<file path="src/rtl/core/assert_macros.svh">
`ifndef ASSERT_MACROS_SVH
`define ASSERT_MACROS_SVH

// Property must hold at every clock edge outside reset.
`define SWM_ASSERT(lbl, prop, msg) \
   lbl: assert property (@(posedge clock) disable iff (reset) prop) else $error(msg);

// Expression must never be true outside reset.
`define SWM_NEVER(lbl, expr, msg) \
   lbl: assert property (@(posedge clock) disable iff (reset) !(expr)) else $error(msg);

`endif

</file>
<file path="src/rtl/core/swm_pkg.sv">
`timescale 1ns / 1ps

package swm_pkg;

   localparam int SAMPLE_BITS_DEF = 16;
   localparam int COEFF_BITS_DEF  = 16;
   localparam int MAX_LENGTH      = 4096;

   localparam int FLEN_W  = 13;
   localparam int IDX_W   = 12;
   localparam int WTYPE_W = 3;

   localparam int DIV_NUM_W = 48;
   localparam int DIV_DEN_W = 24;
   localparam int DIV_QUO_W = 29;

   localparam logic [WTYPE_W-1:0] WIN_BLACKMAN_HARRIS = 3'd0;
   localparam logic [WTYPE_W-1:0] WIN_GAUSS           = 3'd1;
   localparam logic [WTYPE_W-1:0] WIN_HAMMING         = 3'd2;
   localparam logic [WTYPE_W-1:0] WIN_HANN            = 3'd3;
   localparam logic [WTYPE_W-1:0] WIN_TRIANGULAR      = 3'd4;

   localparam logic CSR_WINDOW_TYPE  = 1'b0;
   localparam logic CSR_FRAME_LENGTH = 1'b1;

   localparam logic [31:0] COS_SEED    = 32'd246762;
   localparam logic [31:0] GAUSS_SCALE = 32'd204800;
   localparam logic [31:0] LOG2E_Q16   = 32'd94548;
   localparam logic [31:0] LN2_Q28     = 32'd186065280;
   localparam logic [2:0]  EXP_TERMS   = 3'd7;
   localparam logic [28:0] Q28_ONE     = 29'h1000_0000;

   typedef enum logic [1:0] {
      DIV_Q16,
      DIV_Q18,
      DIV_Q29
   } div_frac_type;

   typedef struct packed {
      logic                 start;
      div_frac_type         frac;
      logic [DIV_NUM_W-1:0] num;
      logic [DIV_DEN_W-1:0] den;
   } div_req_type;

   typedef struct packed {
      logic                 busy;
      logic                 done;
      logic [DIV_QUO_W-1:0] quot;
   } div_rsp_type;

   function automatic logic [27:0] dc_level(logic [WTYPE_W-1:0] wt);
      logic [27:0] val;
      case (wt)
         WIN_BLACKMAN_HARRIS: val = 28'd96301220;
         WIN_HAMMING:         val = 28'd144955146;
         WIN_HANN:            val = 28'd134217728;
         default:             val = 28'd0;
      endcase
      return val;
   endfunction

   function automatic logic [27:0] cos_weight(logic [WTYPE_W-1:0] wt, logic [1:0] k);
      logic [27:0] val;
      val = 28'd0;
      case (wt)
         WIN_BLACKMAN_HARRIS: begin
            case (k)
               2'd1:    val = 28'd131074349;
               2'd2:    val = 28'd37924561;
               2'd3:    val = 28'd3135326;
               default: val = 28'd0;
            endcase
         end
         WIN_HAMMING: val = 28'd123480310;
         WIN_HANN:    val = 28'd134217728;
         default:     val = 28'd0;
      endcase
      return val;
   endfunction

   function automatic logic [31:0] horner_coef(logic [1:0] h);
      logic [31:0] val;
      case (h)
         2'd0:    val = 32'd5600497;
         2'd1:    val = 32'd68093890;
         2'd2:    val = 32'd331168970;
         default: val = 32'd268435456;
      endcase
      return val;
   endfunction

endpackage

</file>
<file path="src/rtl/core/swm_div.sv">
`timescale 1ns / 1ps

module swm_div (
   input  logic                 clock,
   input  logic                 reset,
   input  swm_pkg::div_req_type req,
   output swm_pkg::div_rsp_type rsp
);
   import swm_pkg::*;

   logic [DIV_DEN_W-1:0] rem_ff;
   logic [DIV_DEN_W-1:0] den_ff;
   logic [DIV_NUM_W-1:0] sh_ff;
   logic [4:0]           cnt_ff;
   logic [DIV_QUO_W-1:0] quot_ff;
   logic                 done_ff;

   logic [DIV_DEN_W:0]   trial;
   logic [DIV_DEN_W:0]   diff;
   logic                 ge;

   assign trial = {rem_ff, sh_ff[DIV_NUM_W-1]};
   assign diff  = trial - {1'b0, den_ff};
   assign ge    = trial >= {1'b0, den_ff};

   always_ff @(posedge clock) begin
      if (reset) begin
         cnt_ff  <= '0;
         done_ff <= 1'b0;
      end else begin
         done_ff <= !req.start && (cnt_ff == 5'd1);
         if (req.start) begin
            den_ff  <= req.den;
            quot_ff <= '0;
            case (req.frac)
               DIV_Q16: begin
                  rem_ff <= DIV_DEN_W'(req.num >> 16);
                  sh_ff  <= req.num << 32;
                  cnt_ff <= 5'd16;
               end
               DIV_Q18: begin
                  rem_ff <= DIV_DEN_W'(req.num >> 18);
                  sh_ff  <= req.num << 30;
                  cnt_ff <= 5'd18;
               end
               default: begin
                  rem_ff <= DIV_DEN_W'(req.num >> 29);
                  sh_ff  <= req.num << 19;
                  cnt_ff <= 5'd29;
               end
            endcase
         end else if (cnt_ff != 5'd0) begin
            rem_ff  <= ge ? diff[DIV_DEN_W-1:0] : trial[DIV_DEN_W-1:0];
            sh_ff   <= sh_ff << 1;
            quot_ff <= {quot_ff[DIV_QUO_W-2:0], ge};
            cnt_ff  <= cnt_ff - 5'd1;
         end
      end
   end

   assign rsp.busy = cnt_ff != 5'd0;
   assign rsp.done = done_ff;
   assign rsp.quot = quot_ff;

endmodule

</file>
<file path="src/rtl/core/selectable_window_multiplier.sv">
// Channel | Direction | Handshake            | Beat
// req     | in        | req_valid/req_stall  | req_sample
// rsp     | out       | rsp_valid/rsp_stall  | rsp_windowed_sample, rsp_sample_index,
//         |           |                      | rsp_last_of_frame
// csr     | in        | csr_wen              | csr_index, csr_wdata
//
// One beat at a time. The time per beat depends on the window type and is set by the
// shared restoring divider (16 to 29 steps per division) and the single multiplier,
// which every coefficient term passes through.
// Synchronous active-high reset; registers reset to window type 0, length 1024.
// A new beat is taken while a finished result still waits on rsp_stall.
`timescale 1ns / 1ps
`include "assert_macros.svh"

module selectable_window_multiplier #(
   parameter int SAMPLE_BITS = swm_pkg::SAMPLE_BITS_DEF,
   parameter int COEFF_BITS  = swm_pkg::COEFF_BITS_DEF
) (
   input  logic                       clock,
   input  logic                       reset,
   input  logic                       req_valid,
   output logic                       req_stall,
   input  logic [SAMPLE_BITS-1:0]     req_sample,
   output logic                       rsp_valid,
   input  logic                       rsp_stall,
   output logic [SAMPLE_BITS-1:0]     rsp_windowed_sample,
   output logic [swm_pkg::IDX_W-1:0]  rsp_sample_index,
   output logic                       rsp_last_of_frame,
   input  logic                       csr_wen,
   input  logic                       csr_index,
   input  logic [swm_pkg::FLEN_W-1:0] csr_wdata
);
   import swm_pkg::*;

   localparam int CF     = COEFF_BITS - 1;
   localparam int RSH    = 28 - CF;
   localparam int MUL_W  = 34;
   localparam int PROD_W = 64;
   localparam int ACC_W  = 60;
   localparam logic signed [PROD_W-1:0] SMAX = (64'sd1 <<< (SAMPLE_BITS - 1)) - 64'sd1;
   localparam logic signed [PROD_W-1:0] SMIN = -SMAX - 64'sd1;

   typedef enum logic [4:0] {
      S_IDLE,
      S_COS_INIT,
      S_COS_MOD,
      S_COS_DIV,
      S_COS_SQ,
      S_COS_V,
      S_COS_HM,
      S_COS_HA,
      S_COS_CL,
      S_COS_ACC,
      S_WIN_RND,
      S_G_DD,
      S_G_DN,
      S_G_MM,
      S_G_DV,
      S_G_XW,
      S_G_Y,
      S_G_F,
      S_G_G,
      S_G_HM,
      S_G_HD,
      S_G_HW,
      S_G_END,
      S_TRI_GO,
      S_TRI_W,
      S_COEF,
      S_RND,
      S_OUT
   } state_type;

   state_type                      state_ff;
   logic [WTYPE_W-1:0]             wtype_ff;
   logic [FLEN_W-1:0]              flen_ff;
   logic [IDX_W-1:0]               pos_ff;
   logic [FLEN_W-1:0]              n_ff;
   logic [IDX_W-1:0]               i_ff;
   logic                           last_ff;
   logic signed [SAMPLE_BITS-1:0]  s_ff;
   logic [1:0]                     k_ff;
   logic [1:0]                     h_ff;
   logic [2:0]                     kk_ff;
   logic [2:0]                     e_ff;
   logic [13:0]                    rem_ff;
   logic [16:0]                    uu_ff;
   logic [16:0]                    v_ff;
   logic                           cneg_ff;
   logic signed [31:0]             t_ff;
   logic [27:0]                    g_ff;
   logic [DIV_NUM_W-1:0]           num_ff;
   logic signed [ACC_W-1:0]        acc_ff;
   logic [28:0]                    w_ff;
   logic [SAMPLE_BITS-1:0]         res_ff;
   logic signed [PROD_W-1:0]       prod_ff;
   logic                           rsp_valid_ff;
   logic [SAMPLE_BITS-1:0]         rsp_ws_ff;
   logic [IDX_W-1:0]               rsp_idx_ff;
   logic                           rsp_last_ff;

   logic [FLEN_W-1:0]              n_c;
   logic [IDX_W-1:0]               i_c;
   logic                           last_c;
   logic [IDX_W-1:0]               m_w;
   logic signed [13:0]             sd_w;
   logic [IDX_W-1:0]               d_w;
   logic [FLEN_W-1:0]              cos_den;
   logic [FLEN_W-1:0]              tri_num;
   logic [28:0]                    tmag;
   logic                           term_neg;
   logic [1:0]                     kmax;
   logic [56:0]                    wclamp;
   logic [57:0]                    wround;
   logic [29:0]                    c_full;
   logic [COEFF_BITS-1:0]          coef_c;
   logic signed [PROD_W-1:0]       p_rnd;
   logic signed [PROD_W-1:0]       r_sh;
   logic signed [PROD_W-1:0]       r_sat;
   logic [15:0]                    p_phase;
   logic [15:0]                    u_w;
   logic signed [MUL_W-1:0]        mul_a;
   logic signed [MUL_W-1:0]        mul_b;
   logic signed [2*MUL_W-1:0]      mul_full;
   div_req_type                    div_req;
   div_rsp_type                    div_rsp;

   swm_div u_div (
      .clock (clock),
      .reset (reset),
      .req   (div_req),
      .rsp   (div_rsp)
   );

   assign n_c = (flen_ff < 13'd2) ? 13'd2 :
                (flen_ff > 13'(MAX_LENGTH)) ? 13'(MAX_LENGTH) : flen_ff;
   assign i_c    = ({1'b0, pos_ff} >= n_c) ? '0 : pos_ff;
   assign last_c = {1'b0, i_c} == (n_c - 13'd1);

   assign m_w     = IDX_W'(n_ff - 13'd1);
   assign sd_w    = $signed({1'b0, i_ff, 1'b0}) - $signed({2'b00, m_w});
   assign d_w     = (sd_w < 14'sd0) ? IDX_W'(-sd_w) : IDX_W'(sd_w);
   assign cos_den = (wtype_ff == WIN_HAMMING) ? n_ff : {1'b0, m_w};
   assign tri_num = n_ff - {1'b0, d_w};
   assign kmax    = (wtype_ff == WIN_BLACKMAN_HARRIS) ? 2'd3 : 2'd1;

   assign tmag = (t_ff < 32'sd0) ? 29'd0 :
                 (t_ff > 32'sd268435456) ? Q28_ONE : t_ff[28:0];
   assign term_neg = k_ff[0] ^ cneg_ff;

   assign wclamp = (acc_ff < 0) ? 57'd0 :
                   (acc_ff > (60'sd1 <<< 56)) ? (57'd1 << 56) : acc_ff[56:0];
   assign wround = {1'b0, wclamp} + (58'd1 << 27);

   assign c_full = ({1'b0, w_ff} + (30'd1 << (27 - CF))) >> RSH;
   assign coef_c = (c_full > (30'd1 << CF)) ? COEFF_BITS'(30'd1 << CF) : COEFF_BITS'(c_full);

   assign p_rnd = prod_ff + (64'sd1 <<< (CF - 1));
   assign r_sh  = p_rnd >>> CF;
   assign r_sat = (r_sh > SMAX) ? SMAX : (r_sh < SMIN) ? SMIN : r_sh;

   assign p_phase = div_rsp.quot[15:0];
   assign u_w     = {p_phase[13:0], 2'b00};

   assign mul_full = mul_a * mul_b;

   always_comb begin
      mul_a = '0;
      mul_b = '0;
      case (state_ff)
         S_COS_SQ: begin
            mul_a = MUL_W'(uu_ff);
            mul_b = MUL_W'(uu_ff);
         end
         S_COS_HM: begin
            mul_a = MUL_W'(v_ff);
            mul_b = MUL_W'(t_ff);
         end
         S_COS_CL: begin
            mul_a = MUL_W'(cos_weight(wtype_ff, k_ff));
            mul_b = MUL_W'(tmag);
         end
         S_G_DD: begin
            mul_a = MUL_W'(d_w);
            mul_b = MUL_W'(d_w);
         end
         S_G_DN: begin
            mul_a = MUL_W'(prod_ff[23:0]);
            mul_b = MUL_W'(GAUSS_SCALE);
         end
         S_G_MM: begin
            mul_a = MUL_W'(m_w);
            mul_b = MUL_W'(m_w);
         end
         S_G_Y: begin
            mul_a = MUL_W'(t_ff);
            mul_b = MUL_W'(LOG2E_Q16);
         end
         S_G_F: begin
            mul_a = MUL_W'(prod_ff[31:16]);
            mul_b = MUL_W'(LN2_Q28);
         end
         S_G_HM: begin
            mul_a = MUL_W'(g_ff);
            mul_b = MUL_W'(t_ff);
         end
         S_COEF: begin
            mul_a = MUL_W'(s_ff);
            mul_b = MUL_W'(coef_c);
         end
         default: begin
            mul_a = '0;
            mul_b = '0;
         end
      endcase
   end

   always_comb begin
      div_req.start = 1'b0;
      div_req.frac  = DIV_Q16;
      div_req.num   = '0;
      div_req.den   = '0;
      case (state_ff)
         S_COS_MOD: begin
            div_req.start = rem_ff < {1'b0, cos_den};
            div_req.num   = DIV_NUM_W'({rem_ff, 16'h0000});
            div_req.den   = DIV_DEN_W'(cos_den);
         end
         S_G_DV: begin
            div_req.start = 1'b1;
            div_req.frac  = DIV_Q18;
            div_req.num   = num_ff;
            div_req.den   = prod_ff[23:0];
         end
         S_G_HD: begin
            div_req.start = 1'b1;
            div_req.frac  = DIV_Q29;
            div_req.num   = DIV_NUM_W'(prod_ff[55:28]);
            div_req.den   = DIV_DEN_W'(kk_ff);
         end
         S_TRI_GO: begin
            div_req.start = 1'b1;
            div_req.frac  = DIV_Q29;
            div_req.num   = DIV_NUM_W'({tri_num, 28'h0000000});
            div_req.den   = DIV_DEN_W'(n_ff);
         end
         default: begin
            div_req.start = 1'b0;
         end
      endcase
   end

   always_ff @(posedge clock) begin
      prod_ff <= mul_full[PROD_W-1:0];
   end

   always_ff @(posedge clock) begin
      if (reset) begin
         state_ff     <= S_IDLE;
         wtype_ff     <= WIN_BLACKMAN_HARRIS;
         flen_ff      <= 13'd1024;
         pos_ff       <= '0;
         rsp_valid_ff <= 1'b0;
      end else begin
         if (rsp_valid_ff && !rsp_stall && state_ff != S_OUT) begin
            rsp_valid_ff <= 1'b0;
         end
         if (csr_wen) begin
            case (csr_index)
               CSR_WINDOW_TYPE:  wtype_ff <= csr_wdata[WTYPE_W-1:0];
               CSR_FRAME_LENGTH: flen_ff  <= csr_wdata;
               default: ;
            endcase
         end
         case (state_ff)
            S_IDLE: begin
               if (req_valid) begin
                  n_ff    <= n_c;
                  i_ff    <= i_c;
                  last_ff <= last_c;
                  s_ff    <= req_sample;
                  pos_ff  <= last_c ? '0 : i_c + 12'd1;
                  k_ff    <= 2'd1;
                  acc_ff  <= ACC_W'({dc_level(wtype_ff), 28'h0000000});
                  case (wtype_ff)
                     WIN_BLACKMAN_HARRIS, WIN_HAMMING, WIN_HANN: state_ff <= S_COS_INIT;
                     WIN_GAUSS: state_ff <= S_G_DD;
                     default:   state_ff <= S_TRI_GO;
                  endcase
               end
            end
            S_COS_INIT: begin
               case (k_ff)
                  2'd2:    rem_ff <= {1'b0, i_ff, 1'b0};
                  2'd3:    rem_ff <= {2'b00, i_ff} + {1'b0, i_ff, 1'b0};
                  default: rem_ff <= {2'b00, i_ff};
               endcase
               state_ff <= S_COS_MOD;
            end
            S_COS_MOD: begin
               if (rem_ff >= {1'b0, cos_den}) begin
                  rem_ff <= rem_ff - {1'b0, cos_den};
               end else begin
                  state_ff <= S_COS_DIV;
               end
            end
            S_COS_DIV: begin
               if (div_rsp.done) begin
                  uu_ff    <= p_phase[14] ? (17'h10000 - {1'b0, u_w}) : {1'b0, u_w};
                  cneg_ff  <= p_phase[15] ^ p_phase[14];
                  state_ff <= S_COS_SQ;
               end
            end
            S_COS_SQ: begin
               state_ff <= S_COS_V;
            end
            S_COS_V: begin
               v_ff     <= prod_ff[32:16];
               t_ff     <= $signed(COS_SEED);
               h_ff     <= 2'd0;
               state_ff <= S_COS_HM;
            end
            S_COS_HM: begin
               state_ff <= S_COS_HA;
            end
            S_COS_HA: begin
               t_ff <= $signed(horner_coef(h_ff)) - $signed(prod_ff[47:16]);
               if (h_ff == 2'd3) begin
                  state_ff <= S_COS_CL;
               end else begin
                  h_ff     <= h_ff + 2'd1;
                  state_ff <= S_COS_HM;
               end
            end
            S_COS_CL: begin
               state_ff <= S_COS_ACC;
            end
            S_COS_ACC: begin
               acc_ff <= term_neg ? acc_ff - $signed(prod_ff[ACC_W-1:0])
                                  : acc_ff + $signed(prod_ff[ACC_W-1:0]);
               if (k_ff == kmax) begin
                  state_ff <= S_WIN_RND;
               end else begin
                  k_ff     <= k_ff + 2'd1;
                  state_ff <= S_COS_INIT;
               end
            end
            S_WIN_RND: begin
               w_ff     <= wround[56:28];
               state_ff <= S_COEF;
            end
            S_G_DD: begin
               state_ff <= S_G_DN;
            end
            S_G_DN: begin
               state_ff <= S_G_MM;
            end
            S_G_MM: begin
               num_ff   <= prod_ff[DIV_NUM_W-1:0];
               state_ff <= S_G_DV;
            end
            S_G_DV: begin
               state_ff <= S_G_XW;
            end
            S_G_XW: begin
               if (div_rsp.done) begin
                  t_ff     <= $signed(32'(div_rsp.quot));
                  state_ff <= S_G_Y;
               end
            end
            S_G_Y: begin
               state_ff <= S_G_F;
            end
            S_G_F: begin
               e_ff     <= prod_ff[34:32];
               state_ff <= S_G_G;
            end
            S_G_G: begin
               g_ff     <= prod_ff[43:16];
               t_ff     <= $signed(32'(Q28_ONE));
               kk_ff    <= EXP_TERMS;
               state_ff <= S_G_HM;
            end
            S_G_HM: begin
               state_ff <= S_G_HD;
            end
            S_G_HD: begin
               state_ff <= S_G_HW;
            end
            S_G_HW: begin
               if (div_rsp.done) begin
                  t_ff <= $signed(32'(Q28_ONE)) - $signed(32'(div_rsp.quot));
                  if (kk_ff == 3'd1) begin
                     state_ff <= S_G_END;
                  end else begin
                     kk_ff    <= kk_ff - 3'd1;
                     state_ff <= S_G_HM;
                  end
               end
            end
            S_G_END: begin
               w_ff     <= 29'(t_ff >> e_ff);
               state_ff <= S_COEF;
            end
            S_TRI_GO: begin
               state_ff <= S_TRI_W;
            end
            S_TRI_W: begin
               if (div_rsp.done) begin
                  w_ff     <= div_rsp.quot;
                  state_ff <= S_COEF;
               end
            end
            S_COEF: begin
               state_ff <= S_RND;
            end
            S_RND: begin
               res_ff   <= r_sat[SAMPLE_BITS-1:0];
               state_ff <= S_OUT;
            end
            S_OUT: begin
               if (!rsp_valid_ff || !rsp_stall) begin
                  rsp_valid_ff <= 1'b1;
                  rsp_ws_ff    <= res_ff;
                  rsp_idx_ff   <= i_ff;
                  rsp_last_ff  <= last_ff;
                  state_ff     <= S_IDLE;
               end
            end
            default: begin
               state_ff <= S_IDLE;
            end
         endcase
      end
   end

   assign req_stall           = state_ff != S_IDLE;
   assign rsp_valid           = rsp_valid_ff;
   assign rsp_windowed_sample = rsp_ws_ff;
   assign rsp_sample_index    = rsp_idx_ff;
   assign rsp_last_of_frame   = rsp_last_ff;

   `SWM_NEVER(a_div_overlap, div_req.start && div_rsp.busy, "divider restarted while busy")
   `SWM_ASSERT(a_rsp_src, $rose(rsp_valid_ff) |-> $past(state_ff == S_OUT), "rsp off S_OUT")
   `SWM_ASSERT(a_pos_wrap, (req_valid && !req_stall) |=> ((pos_ff == '0) == $past(last_c)), "wrap")
   `SWM_NEVER(a_term_range, (state_ff == S_COS_ACC) && (k_ff > kmax), "cosine term beyond order")

endmodule
</file>
<file path="config.mk">
export PLATFORM = sky130hd
export DESIGN_NAME = selectable_window_multiplier
export DESIGN_NICKNAME = d
export VERILOG_FILES = /design/src/rtl/core/swm_pkg.sv /design/src/rtl/core/swm_div.sv /design/src/rtl/core/selectable_window_multiplier.sv
export VERILOG_INCLUDE_DIRS = /design/src /design/src/rtl/core
export SDC_FILE = /design/constraint.sdc
export NUM_CORES = 2
export LEC_CHECK = 0
export ABC_AREA = 1
export ABC_CLOCK_PERIOD_IN_PS = 15730
export BUFFER_PORTS_ARGS = -buffer_cell sky130_fd_sc_hd__buf_2
export CORE_ASPECT_RATIO = 1.1
export CORE_MARGIN = 5
export CORE_UTILIZATION = 38
export DETAILED_ROUTE_END_ITERATION = 16
export PLACE_DENSITY_LB_ADDON = 0.2
export REMOVE_ABC_BUFFERS = 1
export SYNTH_ARGS = -nofsm -noshare
export SYNTH_HDL_FRONTEND = slang
export SYNTH_SLANG_ARGS = --single-unit
</file>
<file path="constraint.sdc">
create_clock -name clock -period 15.73 [get_ports clock]
set_input_delay 4.719 -clock clock [delete_from_list [all_inputs] [get_ports clock]]
set_output_delay 4.719 -clock clock [all_outputs]
set_load 0.02 [all_outputs]
</file>
**After elaboration in Yosys (flattened, before gate mapping)**

Index checks and enable logic that the tools add are counted.

- Eq/ne operators: 53
- Add/subtract/negate cells: 21
- Multiply operators: 1
- Shift-type cells: 1
- Multiplexer cells: 70
- Bitwise logic cells: 4
- Reduce and logical (&&, ||, !) cells: 46
- Magnitude comparators: 14

Operators with widths:

| cell | number |
|---|---|
| one-hot mux 34 bit (10 select lines) | 1 |
| one-hot mux 34 bit (9 select lines) | 1 |
| one-hot mux 72 bit (4 select lines) | 1 |
| one-hot mux 29 bit (3 select lines) | 2 |
| one-hot mux 28 bit (3 select lines) | 2 |
| one-hot mux 32 bit (5 select lines) | 1 |
| one-hot mux 5 bit (27 select lines) | 1 |
| two-way mux 32 bit | 4 |
| two-way mux 60 bit | 2 |
| one-hot mux 60 bit (2 select lines) | 1 |
| two-way mux 29 bit | 4 |
| two-way mux 57 bit | 2 |
| two-way mux 48 bit | 2 |
| one-hot mux 48 bit (2 select lines) | 1 |
| one-hot mux 27 bit (3 select lines) | 1 |
| two-way mux 24 bit | 3 |
| adder 64 x 16 -> 64 bit, second input constant | 1 |
| multiplier 34 x 34 -> 64 bit | 1 |
| adder 60 bit | 1 |
| == test 5 bit, second input constant | 12 |
| greater-than comparator 60 x 58 -> 1 bit, second input constant | 1 |
| less-than comparator 60 x 1 -> 1 bit, second input constant | 1 |
| subtractor 60 bit | 1 |
| adder 57 x 28 -> 57 bit, second input constant | 1 |
| 75 further kinds | 162 |

- Bits in registers: 572
- Input bits: 35
- Logic and storage cells: 244
- Output and inout bits: 31

**Depth between registers and ports, before layout**

- Word-level depth: 8
- Gate-level depth with buffers: 53
- Depth with buffers taken out: 51

**Hierarchy**

Synthesis repeated with hierarchy kept, for this count alone.

- Cell total of the unflattened synthesis: 10123
- Area total of the unflattened synthesis: 79201.0 sq um

Modules (own cells, without submodules):

| module | times used | area each (sq um) | cells an instance |
|---|---|---|---|
| selectable_window_multiplier | 1 | 71961.5 | 9183 |
| swm_div | 1 | 7239.4 | 940 |

**Worst setup path after synthesis**

No wires, ideal clock.

- Path type: reg2reg
- Start point: register n_ff[0]
- End point: register prod_ff[63]
- Data required time: 15608 ps
- Period minus slack after synthesis: 10315 ps
- Setup slack: 5415 ps
- Stages on the path, launching flop included: 44
- Buffers on the path: 1
- Arrival: 10193 ps
- Cells stage by stage: edfxtp_1 > inv_2 > ha_1 > nand4_1 > nor3_1 > nand2_1 > xor2_1 > inv_1 > ha_1 > inv_1 > nor3_1 > o21ai_0 > nand3_1 > nand2_1 > nand2_2 > nor2_1 > xnor2_1 > or2_2 > (+8 left out) > fa_1 > inv_1 > fa_1 > inv_1 > fa_1 > inv_1 > fa_1 > inv_1 > fa_1 > inv_1 > ha_1 > nand2_1 > o21ai_0 > a21oi_1 > nor2_1 > a2111oi_0 > nand3_1 > xor2_1

- Longest elaborated chain between the ends: 6
- Elaborated cells on any way between the ends: 8
- Those cells by class: add/sub: 3; mul: 1; order compare: 1; mux: 3

RTL lines:

| what | RTL line | text |
|---|---|---|
| start, declared | selectable_window_multiplier.sv:78 | `logic [FLEN_W-1:0] n_ff;` |
| start signal, assigned | selectable_window_multiplier.sv:278 | `n_ff <= n_c;` |
| subtractor 12 x 1 -> 12 bit (*) | selectable_window_multiplier.sv:140 | `assign m_w = IDX_W'(n_ff - 13'd1);` |
| subtractor 13 x 12 -> 14 bit | selectable_window_multiplier.sv:141 | `assign sd_w = $signed({1'b0, i_ff, 1'b0}) - $signed({2'b00, m_w});` |
| negation 12 bit or less-than comparator 14 x 1 -> 1 bit (tied branches) | selectable_window_multiplier.sv:142 | `assign d_w = (sd_w < 14'sd0) ? IDX_W'(-sd_w) : IDX_W'(sd_w);` |
| two-way mux 12 bit | selectable_window_multiplier.sv:142 |  |
| one-hot mux 34 bit (10 select lines) or one-hot mux 34 bit (9 select lines) (tied branches) | selectable_window_multiplier.sv:170 | `case (state_ff)` |
| multiplier 34 x 34 -> 64 bit (*) | selectable_window_multiplier.sv:165 | `assign mul_full = mul_a * mul_b;` |
| net mul_full[63] | selectable_window_multiplier.sv:124 | `logic signed [2*MUL_W-1:0] mul_full;` |
| end signal, assigned | selectable_window_multiplier.sv:254 | `prod_ff <= mul_full[PROD_W-1:0];` |
| end, declared | selectable_window_multiplier.sv:96 | `logic signed [PROD_W-1:0] prod_ff;` |

The timed path passes the listed nets; every way through them passes the cells marked *.
A chain may end at the register's enable or synchronous reset.

**Worst setup path after layout**

- Start point: register n_ff[0]
- End point: register prod_ff[51]

Same word-level chain as after synthesis.

==> out/qor.yml <==
sta:
  rsz0062_at_grt: "false"
  timing.hold.ws_ps: 419
  setup_viol: 0
  skew_ps: 45.7
  tightest_slew_ps: 1290
  maxSlewViolCount: 0
  relSlewSlack_pct: 11.5
  finalWorstSetupSlack_ps: 3160
  fmax_mhz: 79.6
  hold_viol: 0
  layout_min_cycle_time_ps: 12570
  setup_tns_ps: 0
  period_share_pct: 79.9
power_and_ir_drop:
  ir_worst_vdd_uv: 497
  p_per_area_nw_per_um2: 180
  power.total_mw: 14.9
  p_leak_nw: 39.1
placement:
  dp_hpwl_mm: 246
  dp_slack_ps: 3290
  numPortBuffers: 65
  dp.cells: 12300
  globalplace.congestion: 1.01
  place_area_um2: 80800
final_layout:
  fin_area_um2: 83100
  finalNonFillerCells: 12500
  drive_above_1_share_pct: 5.15
  final_util_pct: 41.2
  nNetsFinal: 11300
  area_delta_synth_final_pct: 8.05
clocking:
  post_cts_resized: 0
  postCtsSetupBuffers: 0
  clock-sinks: 533
  clockBufferDepth: 3
  cts.clk_slew.worst_paths_ps: 70
  clock_latency_ps: 660
  cts_tree: "yes"
  cts-root-buf: "clkbuf_16"
  cts_inserted_buffers: 68
  cts_hold_buffers: 0
  cts_max_level: 3
route:
  ant_nets: 0
  viasPerCell: 5.31
  post_drt_wl_per_cell_um: 24.4
  drc: 0
  vias: 66200
  drt_iter0_markers: 6369
  first_pass_iters: 7
  routed_wl_mm: 303
floorplanning:
  coreArea_um2: 202000
  rows: 173
  die-area_um2: 212000
  ios: 66
  dieWidth_um: 439
  fp.dieH_um: 482
  start_util_pct: 38.1
worst_setup_path:
  cp_max_fo: 14
  end_kind: "flop"
  worstPathRequired_ps: 16250
  start_kind: "flop"
  critical_path_class: "reg2reg"
  arrival_ps: 13090
  crit_path_frequent_cell: "fa_1"
  crit_slowest_cell: "o21ai_0"
  slowest_delay_ps: 820
synth:
  yosys.area.top_type_share_pct: 30.2
  ys_async_sr_fraction_pct: 0
  yosysTopAreaCell: "fa_1"
  syn_area_um2: 76900
  synth.avg_cell_area_um2: 8.01
  ys_top_cells_by_count: "2,164 x inv_1, 1,931 x nand2_1, 1,161 x fa_1, 981 x nor2_1, 429 x edfxtp_1"
  yosys-top-cells-area: "fa_1 30%, edfxtp_1 17%, inv_1 11%, nand2_1 9.4%, ha_1 6.4%"
  ys_seq_area_share_pct: 19.5
  synth_ff_type: "edfxtp_1"
  synth_cells: 9605
  synth_seq_cells: 533
  yosysMostFrequentCell: "inv_1"
  ys_types: 74
  synth_edf_count: 429
  ys.warnings.count: 0
run:
  drv_cap: 0
worst_hold_path:
  hp-class: "reg2reg"
run_status:
  status: "complete, no violations"
grt:
  grt_pass1_vias: 67800
  grt_max_degree: 69
  overflow: 0
  antenna_found_initial: 15
  grt.total_usage_pct: 28.5
  grt_pass1_wl_mm: 447
## cells in the final DEF (no fill, tap or decap), types with 30 or more instances in the layout
cell type  count
o211ai_1      42
ha_1         391
clkinv_1      30
xnor2_1       66
conb_1        76
nand4_1      122
a31oi_1       61
nor4_1        54
nor3_1        94
buf_4        151
fa_1        1161
a21oi_1      404
xor2_1       212
edfxtp_1     429
buf_2         65
nor2_1       964
dfxtp_1      104
o21ai_0      388
nand2_1     1930
inv_1       2160
nand3_1      266
clkbuf_16     71
## cell families after synthesis
logic type	after synthesis	synth area share, %
and+or+nand+nor	3585	19.4
buffers and inverters	2491	12.6
adders and majority gates	1552	36.6
AOI/OAI and AO/OA	1159	8.76
DFF	533	19.5
xor gates and xnor gates	280	3.21
muxes	3	0.0390
other	2	0.00976
## final timing paths
check                                             start  cells past startpoint                               end  slack [ps]
worst min register to register  res_ff[2]$_SDFFCE_PN1P_                      0  rsp_windowed_sample[2]$_DFFE_PP_         420
worst max register to register        n_ff[0]$_DFFE_PP_                     45               prod_ff[51]$_DFF_P_        3160
worst min-delay path            res_ff[2]$_SDFFCE_PN1P_                      0  rsp_windowed_sample[2]$_DFFE_PP_         420
worst max-delay path                  n_ff[0]$_DFFE_PP_                     45               prod_ff[51]$_DFF_P_        3160
## where the power goes
group	leakage [nW]	switching, mW	internal [mW]
logic	33.2	7.46	3.51
clock network	1.12	0.697	0.946
registers	4.80	0.343	1.98
## per-layer routing
metal  GRT usage (%)  up-vias  wire length, µm  part of all wire (%)
li1                -    29700                -                     -
met1            36.2    33000           121000                    40
met2            46.1     2756           138000                    46
met3            4.94      696            22500                   7.4
met4            16.0        8            21500                   7.1
met5               0        -               53                 0.017
## critical path: cells and delay by family (launching register included)
kind | cells | cell delay [ps]
xor+xnor | 3 | 960
compound gates | 4 | 1730
flops | 1 | 530
fa+ha+maj | 10 | 4730
buf+inv | 9 | 1360
simple gates | 19 | 3080
## final cells by class
type                    count  area (µm²)
diodes                      4        10.0
clock buffers              81        1840
clock inverters            42         448
fillers                 20800      119000
inverters                2208        8290
multi-input cells        6655       52700
flip-flops and latches    533       15000
well taps                2712        3390
repair buffers            216        1460
## state kept, by name, indices dropped and copies added (netlist names), 5 cells and up
signal,cells
n_ff,13
u_div.sh_ff,29
rsp_windowed_sample,16
u_div.rem_ff,24
u_div.quot_ff,29
g_ff,28
u_div.den_ff,24
w_ff,17
rem_ff,14
v_ff,17
flen_ff,13
prod_ff,64
t_ff,32
res_ff,16
num_ff,42
acc_ff,60
i_ff,12
u_div.cnt_ff,5
pos_ff,12
state_ff,5
s_ff,16
rsp_sample_index,12
uu_ff,15
(Power assumes the default switching activity.)
